<file path="src/rtl/eip_pkg.sv">
// Package: shared types and constants for the expression input prefilter.
`default_nettype none

package eip_pkg;

    localparam int unsigned BYTE_W      = 8;
    localparam int unsigned LEN_W       = 16;
    localparam int unsigned QUEUE_DEPTH = 4;
    localparam int unsigned QPTR_W      = $clog2(QUEUE_DEPTH);

    localparam logic [LEN_W-1:0] MAX_LEN_RESET = 16'hFFFF;

    // Character codes
    localparam logic [BYTE_W-1:0] CH_LOW       = 8'd32;
    localparam logic [BYTE_W-1:0] CH_HIGH      = 8'd126;
    localparam logic [BYTE_W-1:0] CH_SPACE     = 8'h20;
    localparam logic [BYTE_W-1:0] CH_DQUOTE    = 8'h22;
    localparam logic [BYTE_W-1:0] CH_HASH      = 8'h23;
    localparam logic [BYTE_W-1:0] CH_DOLLAR    = 8'h24;
    localparam logic [BYTE_W-1:0] CH_SQUOTE    = 8'h27;
    localparam logic [BYTE_W-1:0] CH_LPAREN    = 8'h28;
    localparam logic [BYTE_W-1:0] CH_RPAREN    = 8'h29;
    localparam logic [BYTE_W-1:0] CH_COLON     = 8'h3A;
    localparam logic [BYTE_W-1:0] CH_QUESTION  = 8'h3F;
    localparam logic [BYTE_W-1:0] CH_AT        = 8'h40;
    localparam logic [BYTE_W-1:0] CH_LSQUARE   = 8'h5B;
    localparam logic [BYTE_W-1:0] CH_BACKSLASH = 8'h5C;
    localparam logic [BYTE_W-1:0] CH_RSQUARE   = 8'h5D;
    localparam logic [BYTE_W-1:0] CH_BACKTICK  = 8'h60;
    localparam logic [BYTE_W-1:0] CH_LBRACE    = 8'h7B;
    localparam logic [BYTE_W-1:0] CH_RBRACE    = 8'h7D;

    typedef enum logic [2:0] {
        ST_OK     = 3'd0,
        ST_CHAR   = 3'd1,
        ST_PAREN  = 3'd2,
        ST_SQUARE = 3'd3,
        ST_END    = 3'd4,
        ST_LONG   = 3'd5
    } t_status;

    typedef enum logic [3:0] {
        CL_PLAIN,
        CL_SPACE,
        CL_DQUOTE,
        CL_BACKSLASH,
        CL_FORBID,
        CL_INVALID,
        CL_LPAREN,
        CL_RPAREN,
        CL_LSQUARE,
        CL_RSQUARE
    } t_class;

    typedef struct packed {
        t_class              cls;
        logic [BYTE_W-1:0]   data;
        logic                last;
    } t_item;

    // Queue head handshake toward the back end
    typedef struct packed {
        logic  valid;
        t_item item;
    } t_head;

endpackage

`default_nettype wire

</file>
<file path="src/rtl/eip_front.sv">
// Front end: classifies each incoming byte into a character class.
`default_nettype none

module eip_front
    import eip_pkg::*;
(
    input  wire logic [BYTE_W-1:0] i_in_byte,
    input  wire logic              i_last_byte,
    output t_item                  o_item
);

    t_class w_cls;

    always_comb begin
        if (i_in_byte < CH_LOW || i_in_byte > CH_HIGH) begin
            w_cls = CL_INVALID;
        end else begin
            unique case (i_in_byte)
                CH_SPACE:     w_cls = CL_SPACE;
                CH_DQUOTE:    w_cls = CL_DQUOTE;
                CH_BACKSLASH: w_cls = CL_BACKSLASH;
                CH_LPAREN:    w_cls = CL_LPAREN;
                CH_RPAREN:    w_cls = CL_RPAREN;
                CH_LSQUARE:   w_cls = CL_LSQUARE;
                CH_RSQUARE:   w_cls = CL_RSQUARE;
                CH_HASH, CH_DOLLAR, CH_SQUOTE, CH_COLON, CH_QUESTION,
                CH_AT, CH_BACKTICK, CH_LBRACE, CH_RBRACE:
                              w_cls = CL_FORBID;
                default:      w_cls = CL_PLAIN;
            endcase
        end
    end

    assign o_item.cls  = w_cls;
    assign o_item.data = i_in_byte;
    assign o_item.last = i_last_byte;

endmodule

`default_nettype wire

</file>
<file path="src/rtl/eip_queue.sv">
// Short word queue between the classifier and the string checker.
`default_nettype none

module eip_queue
    import eip_pkg::*;
(
    input  wire logic  i_clk,
    input  wire logic  i_rst_n,
    input  wire logic  i_push,
    input  wire t_item i_item,
    output logic       o_full,
    input  wire logic  i_pop,
    output t_head      o_head
);

    t_item              r_mem [QUEUE_DEPTH];
    logic [QPTR_W-1:0]  r_wr_ptr;
    logic [QPTR_W-1:0]  r_rd_ptr;
    logic [QPTR_W:0]    r_count;

    logic w_push;
    logic w_pop;

    assign o_full = (r_count == (QPTR_W+1)'(QUEUE_DEPTH));
    assign w_push = i_push && !o_full;
    assign w_pop  = i_pop && (r_count != '0);

    always_ff @(posedge i_clk) begin
        if (w_push) begin
            r_mem[r_wr_ptr] <= i_item;
        end
    end

    always_ff @(posedge i_clk) begin
        if (!i_rst_n) begin
            r_wr_ptr <= '0;
            r_rd_ptr <= '0;
            r_count  <= '0;
        end else begin
            if (w_push) r_wr_ptr <= r_wr_ptr + 1'b1;
            if (w_pop)  r_rd_ptr <= r_rd_ptr + 1'b1;
            if (w_push && !w_pop)      r_count <= r_count + 1'b1;
            else if (!w_push && w_pop) r_count <= r_count - 1'b1;
        end
    end

    assign o_head.valid = (r_count != '0);
    assign o_head.item  = r_mem[r_rd_ptr];

endmodule

`default_nettype wire

</file>
<file path="src/rtl/eip_back.sv">
// Back end: string state, error latch, counters and the output register.
`default_nettype none

module eip_back
    import eip_pkg::*;
#(
    parameter int unsigned COUNT_WIDTH = 16
) (
    input  wire logic              i_clk,
    input  wire logic              i_rst_n,
    input  wire logic              i_cfg_we,
    input  wire logic [LEN_W-1:0]  i_cfg_data,
    input  wire t_head             i_head,
    output logic                   o_pop,
    output logic                   o_out_valid,
    input  wire logic              i_out_stall,
    output logic                   o_keep,
    output logic [BYTE_W-1:0]      o_out_byte,
    output logic [2:0]             o_status,
    output logic                   o_string_done,
    output logic [LEN_W-1:0]       o_kept_length
);

    localparam int unsigned CMP_W = (COUNT_WIDTH > LEN_W) ? COUNT_WIDTH : LEN_W;
    localparam logic [COUNT_WIDTH-1:0] CNT_MAX = '1;

    logic [LEN_W-1:0]        r_max_len;
    logic [COUNT_WIDTH-1:0]  r_round, n_round;
    logic [COUNT_WIDTH-1:0]  r_square, n_square;
    logic                    r_quote, n_quote;
    logic                    r_esc, n_esc;
    logic [COUNT_WIDTH-1:0]  r_seen, n_seen;
    logic [COUNT_WIDTH-1:0]  r_kept, n_kept;
    t_status                 r_err, n_err;

    logic                    r_out_valid;
    logic                    r_keep, n_keep;
    logic [BYTE_W-1:0]       r_byte, n_byte;
    logic [2:0]              r_status;
    logic                    r_done;
    logic [LEN_W-1:0]        r_klen, n_klen;

    t_status                 w_err;
    logic [CMP_W-1:0]        w_kept_ext;
    t_item                   w_it;

    assign w_it  = i_head.item;
    assign o_pop = i_head.valid && (!r_out_valid || !i_out_stall);

    always_comb begin
        n_round  = r_round;
        n_square = r_square;
        n_quote  = r_quote;
        n_esc    = r_esc;
        n_seen   = r_seen;
        n_kept   = r_kept;
        n_err    = r_err;
        n_keep   = 1'b0;
        w_err    = ST_OK;

        if (r_err == ST_OK) begin
            priority if (CMP_W'(r_seen) >= CMP_W'(r_max_len)) begin
                w_err = ST_LONG;
            end else if (w_it.cls == CL_INVALID) begin
                w_err = ST_CHAR;
            end else if (!r_quote &&
                         (w_it.cls == CL_FORBID || w_it.cls == CL_BACKSLASH)) begin
                w_err = ST_CHAR;
            end else if (r_quote) begin
                n_keep = 1'b1;
                priority if (r_esc)                  n_esc   = 1'b0;
                else if (w_it.cls == CL_DQUOTE)      n_quote = 1'b0;
                else if (w_it.cls == CL_BACKSLASH)   n_esc   = 1'b1;
                else                                 n_esc   = r_esc;
            end else begin
                n_keep = (w_it.cls != CL_SPACE);
                unique case (w_it.cls)
                    CL_DQUOTE:  n_quote = 1'b1;
                    CL_LPAREN:  n_round = (r_round == CNT_MAX) ? r_round : r_round + 1'b1;
                    CL_RPAREN: begin
                        if (r_round != '0) n_round = r_round - 1'b1;
                        else               w_err   = ST_PAREN;
                    end
                    CL_LSQUARE: n_square = (r_square == CNT_MAX) ? r_square
                                                                 : r_square + 1'b1;
                    CL_RSQUARE: begin
                        if (r_square != '0) n_square = r_square - 1'b1;
                        else                w_err    = ST_SQUARE;
                    end
                    default: ;
                endcase
            end

            if (w_err != ST_OK) begin
                n_keep = 1'b0;
                n_err  = w_err;
            end else begin
                n_seen = (r_seen == CNT_MAX) ? r_seen : r_seen + 1'b1;
                if (n_keep) n_kept = (r_kept == CNT_MAX) ? r_kept : r_kept + 1'b1;
                if (w_it.last && (n_round != '0 || n_square != '0 || n_quote))
                    n_err = ST_END;
            end
        end

        n_byte     = n_keep ? w_it.data : '0;
        w_kept_ext = CMP_W'(n_kept);
        n_klen     = (w_kept_ext > CMP_W'(MAX_LEN_RESET)) ? MAX_LEN_RESET
                                                          : w_kept_ext[LEN_W-1:0];
    end

    always_ff @(posedge i_clk) begin
        if (!i_rst_n) begin
            r_max_len   <= MAX_LEN_RESET;
            r_round     <= '0;
            r_square    <= '0;
            r_quote     <= 1'b0;
            r_esc       <= 1'b0;
            r_seen      <= '0;
            r_kept      <= '0;
            r_err       <= ST_OK;
            r_out_valid <= 1'b0;
        end else begin
            if (i_cfg_we) r_max_len <= i_cfg_data;
            if (o_pop) begin
                r_out_valid <= 1'b1;
                if (w_it.last) begin
                    r_round  <= '0;
                    r_square <= '0;
                    r_quote  <= 1'b0;
                    r_esc    <= 1'b0;
                    r_seen   <= '0;
                    r_kept   <= '0;
                    r_err    <= ST_OK;
                end else begin
                    r_round  <= n_round;
                    r_square <= n_square;
                    r_quote  <= n_quote;
                    r_esc    <= n_esc;
                    r_seen   <= n_seen;
                    r_kept   <= n_kept;
                    r_err    <= n_err;
                end
            end else if (!i_out_stall) begin
                r_out_valid <= 1'b0;
            end
        end
    end

    // Result payload, loaded with each popped word
    always_ff @(posedge i_clk) begin
        if (o_pop) begin
            r_keep   <= n_keep;
            r_byte   <= n_byte;
            r_status <= n_err;
            r_done   <= w_it.last;
            r_klen   <= n_klen;
        end
    end

    assign o_out_valid   = r_out_valid;
    assign o_keep        = r_keep;
    assign o_out_byte    = r_byte;
    assign o_status      = r_status;
    assign o_string_done = r_done;
    assign o_kept_length = r_klen;

endmodule

`default_nettype wire

</file>
<file path="src/rtl/expression_input_prefilter_top.sv">
// Top level of the expression input prefilter: classifier, queue and checker.
// An accepted word is written into the queue, then popped into the output register.
// Throughput: one word per cycle while the output is not stalled.
// A four-word queue lets the input side keep taking words while the output stalls.
// Reset (synchronous, active low) empties the queue, clears all string state
// and the output valid flag, and sets max_length to 65535.
`default_nettype none

module expression_input_prefilter_top
    import eip_pkg::*;
#(
    parameter int unsigned COUNT_WIDTH = 16
) (
    input  wire logic              i_clk,
    input  wire logic              i_rst_n,
    // configuration
    input  wire logic              i_cfg_we,
    input  wire logic [LEN_W-1:0]  i_cfg_data,
    // input word channel
    input  wire logic              i_in_valid,
    output logic                   o_in_stall,
    input  wire logic [BYTE_W-1:0] i_in_byte,
    input  wire logic              i_last_byte,
    // result word channel
    output logic                   o_out_valid,
    input  wire logic              i_out_stall,
    output logic                   o_keep,
    output logic [BYTE_W-1:0]      o_out_byte,
    output logic [2:0]             o_status,
    output logic                   o_string_done,
    output logic [LEN_W-1:0]       o_kept_length
);

    t_item w_item;
    t_head w_head;
    logic  w_full;
    logic  w_pop;

    // Front: byte classification, pushed straight into the queue
    eip_front u_front (
        .i_in_byte   (i_in_byte),
        .i_last_byte (i_last_byte),
        .o_item      (w_item)
    );

    assign o_in_stall = w_full;

    eip_queue u_queue (
        .i_clk   (i_clk),
        .i_rst_n (i_rst_n),
        .i_push  (i_in_valid),
        .i_item  (w_item),
        .o_full  (w_full),
        .i_pop   (w_pop),
        .o_head  (w_head)
    );

    // Back: per-string state machine and registered result
    eip_back #(
        .COUNT_WIDTH (COUNT_WIDTH)
    ) u_back (
        .i_clk         (i_clk),
        .i_rst_n       (i_rst_n),
        .i_cfg_we      (i_cfg_we),
        .i_cfg_data    (i_cfg_data),
        .i_head        (w_head),
        .o_pop         (w_pop),
        .o_out_valid   (o_out_valid),
        .i_out_stall   (i_out_stall),
        .o_keep        (o_keep),
        .o_out_byte    (o_out_byte),
        .o_status      (o_status),
        .o_string_done (o_string_done),
        .o_kept_length (o_kept_length)
    );

    // An accepted word is waiting in the queue on the next cycle
    a_push_lands: assert property (@(posedge i_clk) disable iff (!i_rst_n)
        (i_in_valid && !o_in_stall) |=> w_head.valid)
        else $error("accepted word missing from queue");

    // A kept byte never carries a character, bracket or length error
    a_keep_status: assert property (@(posedge i_clk) disable iff (!i_rst_n)
        (o_out_valid && o_keep) |-> (o_status == ST_OK || o_status == ST_END))
        else $error("kept byte with error status");

    // Dropped bytes are zeroed on the output
    a_drop_zero: assert property (@(posedge i_clk) disable iff (!i_rst_n)
        (o_out_valid && !o_keep) |-> (o_out_byte == '0))
        else $error("dropped byte not zeroed");

    // Checker only pops when the queue holds a word
    a_pop_valid: assert property (@(posedge i_clk) disable iff (!i_rst_n)
        w_pop |-> w_head.valid)
        else $error("pop from empty queue");

endmodule

`default_nettype wire
</file>
<file path="config.mk">
export PLATFORM = sky130hd
export DESIGN_NAME = expression_input_prefilter_top
export DESIGN_NICKNAME = d
export VERILOG_FILES = /design/src/rtl/eip_pkg.sv /design/src/rtl/eip_front.sv /design/src/rtl/eip_queue.sv /design/src/rtl/eip_back.sv /design/src/rtl/expression_input_prefilter_top.sv
export SDC_FILE = /design/constraint.sdc
export NUM_CORES = 1
export LEC_CHECK = 0
export CORE_MARGIN = 2
export CORE_UTILIZATION = 50
export CTS_CLUSTER_DIAMETER = 40
export DETAILED_ROUTE_END_ITERATION = 7
export DONT_BUFFER_PORTS = 1
export PLACE_DENSITY = 0.69
export SLEW_MARGIN = 20
export SYNTH_ARGS = -nofsm -noshare
export SYNTH_HDL_FRONTEND = slang
export SYNTH_HIERARCHICAL = 1
export SYNTH_SLANG_ARGS = --single-unit
export TNS_END_PERCENT = 100
</file>
<file path="constraint.sdc">
create_clock -name i_clk -period 4 [get_ports i_clk]
set_input_delay 0.6 -clock i_clk [delete_from_list [all_inputs] [get_ports i_clk]]
set_output_delay 0.6 -clock i_clk [all_outputs]
set_load 0.005 [all_outputs]
</file>
-- After elaboration in Yosys (flattened, before gate mapping)
Memories as Yosys holds them, arrays and structs flattened. A register that Yosys moved wholly into a read port is not among the register bits.
Cells that the tools add are included.
W data, S select, Z words.
- register bits: 122
- memory bits (writable): 52
- output and inout port bits: 31
- word-level logic and storage cells: 177
- memories: 1
- memories (memory ; depth ; bits a word ; read ports ; clocked after Yosys merged registers in ; wr ports ; RTL line ; text):
    u_queue.r_mem ; 4 ; 13 ; 1 ; 1 ; 1 ; eip_queue.sv:16 ; t_item r_mem [QUEUE_DEPTH];
- $add $sub $neg: 10
- $lt $le $gt $ge: 4
- eq/ne operators: 36
- muxes and demuxes: 77
- reduce and logical (&&, ||, !) cells: 32
- operators by type and width (operator ; number):
    $mux W16 ; 27
    $eq A8 B6 Y1 const B ; 9
    $add A16 B1 Y16 const B ; 4
    $eq A16 B16 Y1 const B ; 4
    $pmux W16 S2 ; 2
    $reduce_bool A16 Y1 ; 4
    $eq A8 B7 Y1 const B ; 7
    $mux W3 ; 11
    $pmux W4 S8 ; 1
    $sub A16 B1 Y16 const B ; 2
    $mux W1 ; 30
    $eq A4 B3 Y1 const B ; 4
    $ge A16 B16 Y1 ; 1
    $gt A16 B16 Y1 const B ; 1
    $ne A2 B1 Y1 const B ; 6
    $reduce_or A9 Y1 ; 1
    $eq A4 B2 Y1 const B ; 2
    $eq A4 B4 Y1 const B ; 2
    $gt A8 B7 Y1 const B ; 1
    $lt A8 B6 Y1 const B ; 1
    $mux W2 ; 4
    $logic_and A1 B1 Y1 ; 7
    $logic_not A1 Y1 ; 6
    $pmux W3 S2 ; 1
    other kinds (13) ; 21

-- Longest topological paths before layout
- depth in word-level cells: 16
- depth in mapped cells: 13
- depth with buffers taken out: 11

-- By module
The synthesis kept the hierarchy.
- modules (own cells, without submodules) (module ; times used ; cells each ; area an instance (um^2) ; seq. area each (um^2)):
    eip_back ; 1 ; 980 ; 7677.4 ; 2592.5
    eip_queue ; 1 ; 115 ; 2362.3 ; 1741.7
    eip_front ; 1 ; 42 ; 301.5 ; 0.0

-- Worst setup path before layout
Ideal clock, no wire load.
- kind: register -> register
- start point: register (tool-made name)
- end point: register u_back.r_status[2], in the netlist u_back/o_status[2] (data pin)
- library setup time: 0.259 ns
- data arrival time: 3.398 ns
- slack: 0.343 ns
- stages on the path, launching flop included: 11
- buffers on the path: 3
- period minus slack after synthesis: 3.657 ns
- cell sequence: dfxtp_1 -> buf_6 -> mux4_2 -> clkbuf_1 -> or3b_2 -> buf_1 -> o31ai_1 -> nand2_1 -> or4_1 -> or4_1 -> o31a_1
- RTL lines (what ; RTL line ; text):
    end signal: assignment ; eip_back.sv:154 ; r_status <= n_err;
    end: declaration ; eip_back.sv:39 ; logic [2:0] r_status;

==> results.md <==
* Final period utilization at around 95%
* Die Width at roughly 150 um
* Post-CTS setup buffer count at 0
* Setup violators final at 0
* Max Slew Vio Count at 0
* Share of post-route cells with drive strength above 1 at around 11%
* Top achievable clock speed at about 260 MHz
* Number of vias per cell at 6.45
* ANT cells at 0
* Pwr dens at 543 nW/um^2
* Crit-path most repeated cell: or4_1
* DR pass1 iterations at 6
* Switching Share at between 30% and 40%
* P_sw at 2.21 mW
* Ys Warns at 6
* Status: finished, final reports clean
* Final net count at around 1.2k
* Root Driver: clkbuf_16
* Pleak at 4.08 nW
* Avg Inst Size Synth at about 9 sq um
* Placer's final routability congestion estimate at about 1.1
* Min Hold Slack at 0.258 ns
* CP endpoint kind: register
* Cells after DPL at about 1.4k
* Iteration-0 DRC Markers at between 900 and 1k
* Max Root-Sink Buffers at 2
* # clock sinks at ~180
* Crit Path Max Fanout at 11
* Avg WL per Cell at between 15 and 20 um
* Crit-path slowest cell: mux4_2
* Slowest stage delay, CP at ~0.65 ns
* Fin Setup TNS at 0 ns
* Worst Hold Class: in2reg
* Power share of the sequential group at 39.4%
* Clock power share at a little under a third
* Pre-CTS WS at 0.271 ns
* Reg2Reg Setup Slack at 0.21 ns
* Antenna-violating nets left at 0
* Crit-path cells: mux4_2 > nor2b_1 > and3_1 > nand2_1 > o21ai_0 > a211oi_1 > or4_1 > or4_1 > o31a_1
* Top_reg_cell synth: dfxtp_1
* RSZ-0062 raised after global routing: no
* Worst EP arrival at between 3 and 4 ns
* Post-Route Utilization at a little under three fifths
* IO Port Bufs at 0
* Die Y at between 100 and 150 um
* Core Region at around 20000 sq um
* CTS tree: done
* Netlist cell types at 85
* Starting Density at between 50% and 60%
* HPWL Detailed at between 15 and 20 mm
* Critical path type: reg2reg
* Most frequent cells in the layout: nor2_1, dfxtp_1, nand2_1
* Worst Tran Pin Value at approximately 1.1 ns
* Clock-pin slew on the worst setup and hold paths at approximately 0.070 ns
* Gate power share at a little under a third
* Syn Inst Count at between 1k and 1.5k
* Residual DRC at 0
* Grt ovf at 0
* Setup Skew at approximately 0.012 ns
* # resized after CTS at 0
* Ports at 61
* Initial antenna violation count at 0
* Max cap viols at 0
* Critical Path RT at between 4 and 5 ns
* Finished Layout Cells at around 1.4k
* Startpoint Class: register
* Syn Nets at between 1k and 1.5k
* Synthesized flop and latch total at ~180
* Worst-Skew Late Latency at between 0.4 and 0.5 ns
* Final Critical Period at about 3.8 ns
* GRT Total Usage at between 20 and 25%
* Filler Cell Count at 1803
* Cell Area, Synth at roughly 10000 sq um
* Fraction of registers with async set/reset at 0%
* Hold-fix buffers, CTS at 0
* Global-route wire length before repair at between 40 and 50 mm
* Slew headroom at 24.8%
* Area Overhead vs Synth at 9.46%
* WL final at approximately 27 mm
* Number of enable flip-flop cells after synthesis at 81
* Number of global-route vias before repair at 8412
* H-tree Lvls at 4
* Seq/Total Area, Yosys at a little over two fifths
* Internal at roughly 3.9 mW
* PnR worst setup slack at 0.207 ns
* Worst vdd ir at just over 0.0009 V
* Row Count at between 50 and 60
* Largest net degree at the start of global routing at slightly above 80
* Final hold vios at 0
* Num CTS Buffers at 17
* Via count at 9026
* Die area at ~22000 sq um
==> sequential cells by signal, indices dropped and copies added (netlist names), 8 cells and up, named ones only <==
signal                cells
u_queue/r_mem            52
u_back/r_max_len         16
u_back/o_kept_length     16
u_back/r_round           16
u_back/r_seen            16
u_back/r_square          16
u_back/o_out_byte         8
u_back/r_kept            16
==> worst paths after layout <==
path / startpoint / end / cells after the start
hold / removal: i_in_byte[0] / u_queue/r_mem[2][1] / 0
setup / recovery: register / u_back/o_status[2] / 9
setup reg to reg: register / u_back/o_status[2] / 9
hold reg to reg: u_back/r_max_len[1] / u_back/r_max_len[1] / 2
==> power by group through the flow <==
stage,Clock [mW],Sequential [mW],Combinational [mW]
after floorplan,0,2.39,1.26
after global placement,0,2.46,1.80
after detailed placement,0,2.46,1.81
after CTS,1.90,2.43,1.83
after global routing,1.97,2.45,2.01
final,1.86,2.42,1.86
==> cell type report <==
class	instances	area, sq um	area share (%)
clock buffers	19	443	3.91
multi-input cells	836	5480	48.4
flip-flops and latches	176	4330	38.3
repair buffers	47	353	3.12
inverters	39	146	1.29
clock inverters	13	223	1.97
well taps	270	338	2.98
==> worst max-delay path: cells and delay by family, from the launching register on <==
kind               cells  cell delay, ns
DFF                    1            0.50
muxes                  1            0.65
and+or+nand+nor        5            1.76
AOI/OAI and AO/OA      3            0.63
==> per-layer routing <==
metal	part of all wire (%)	global-route usage, %	routed length [um]	vias to the layer above
met4	3.0	10.2	836	0
li1	-	-	-	4211
met5	0	0	0	-
met1	42	33.5	11600	4215
met2	46	39.4	12600	522
met3	8.7	5.52	2390	78
==> cells by family (layout without fill, tap and decap cells) <==
family,count (synthesis),after routing,synth area share (%)
AND/OR/NAND/NOR,452,452,23.7
AO/OA/AOI/OAI,293,293,18.5
flip-flops,176,176,41.9
buffers and inverters,125,118,5.20
XOR/XNOR,39,39,3.30
adder cells (fa/ha/maj),28,28,3.46
multiplexers,24,24,3.91
==> cell usage after synthesis, types with 22 or more instances <==
cell type  instances  area [sq um]
nand2_1           89           334
nor2_1            95           357
nand4_1           28           175
nand3_1           28           140
ha_1              27           338
o21ai_0           68           340
inv_1             38           143
dfxtp_1           95          1900
edfxtp_1          81          2430
nor2b_1           30           188
a21oi_1           66           330
xnor2_1           26           228
a22oi_1           23           173
nor4_1            22           138
clkbuf_1          60           225
nor3_1            37           185
and2_1            25           156
==> through the flow <==
step	power, mW	instance area [sq um]
2_1_floorplan	3.65	10300
5_1_grt	6.43	11300
3_3_place_gp	4.26	10700
3_5_place_dp	4.26	10700
4_1_cts	6.16	11300
6_report	6.15	11300
Power figures use the tool's default switching activity.
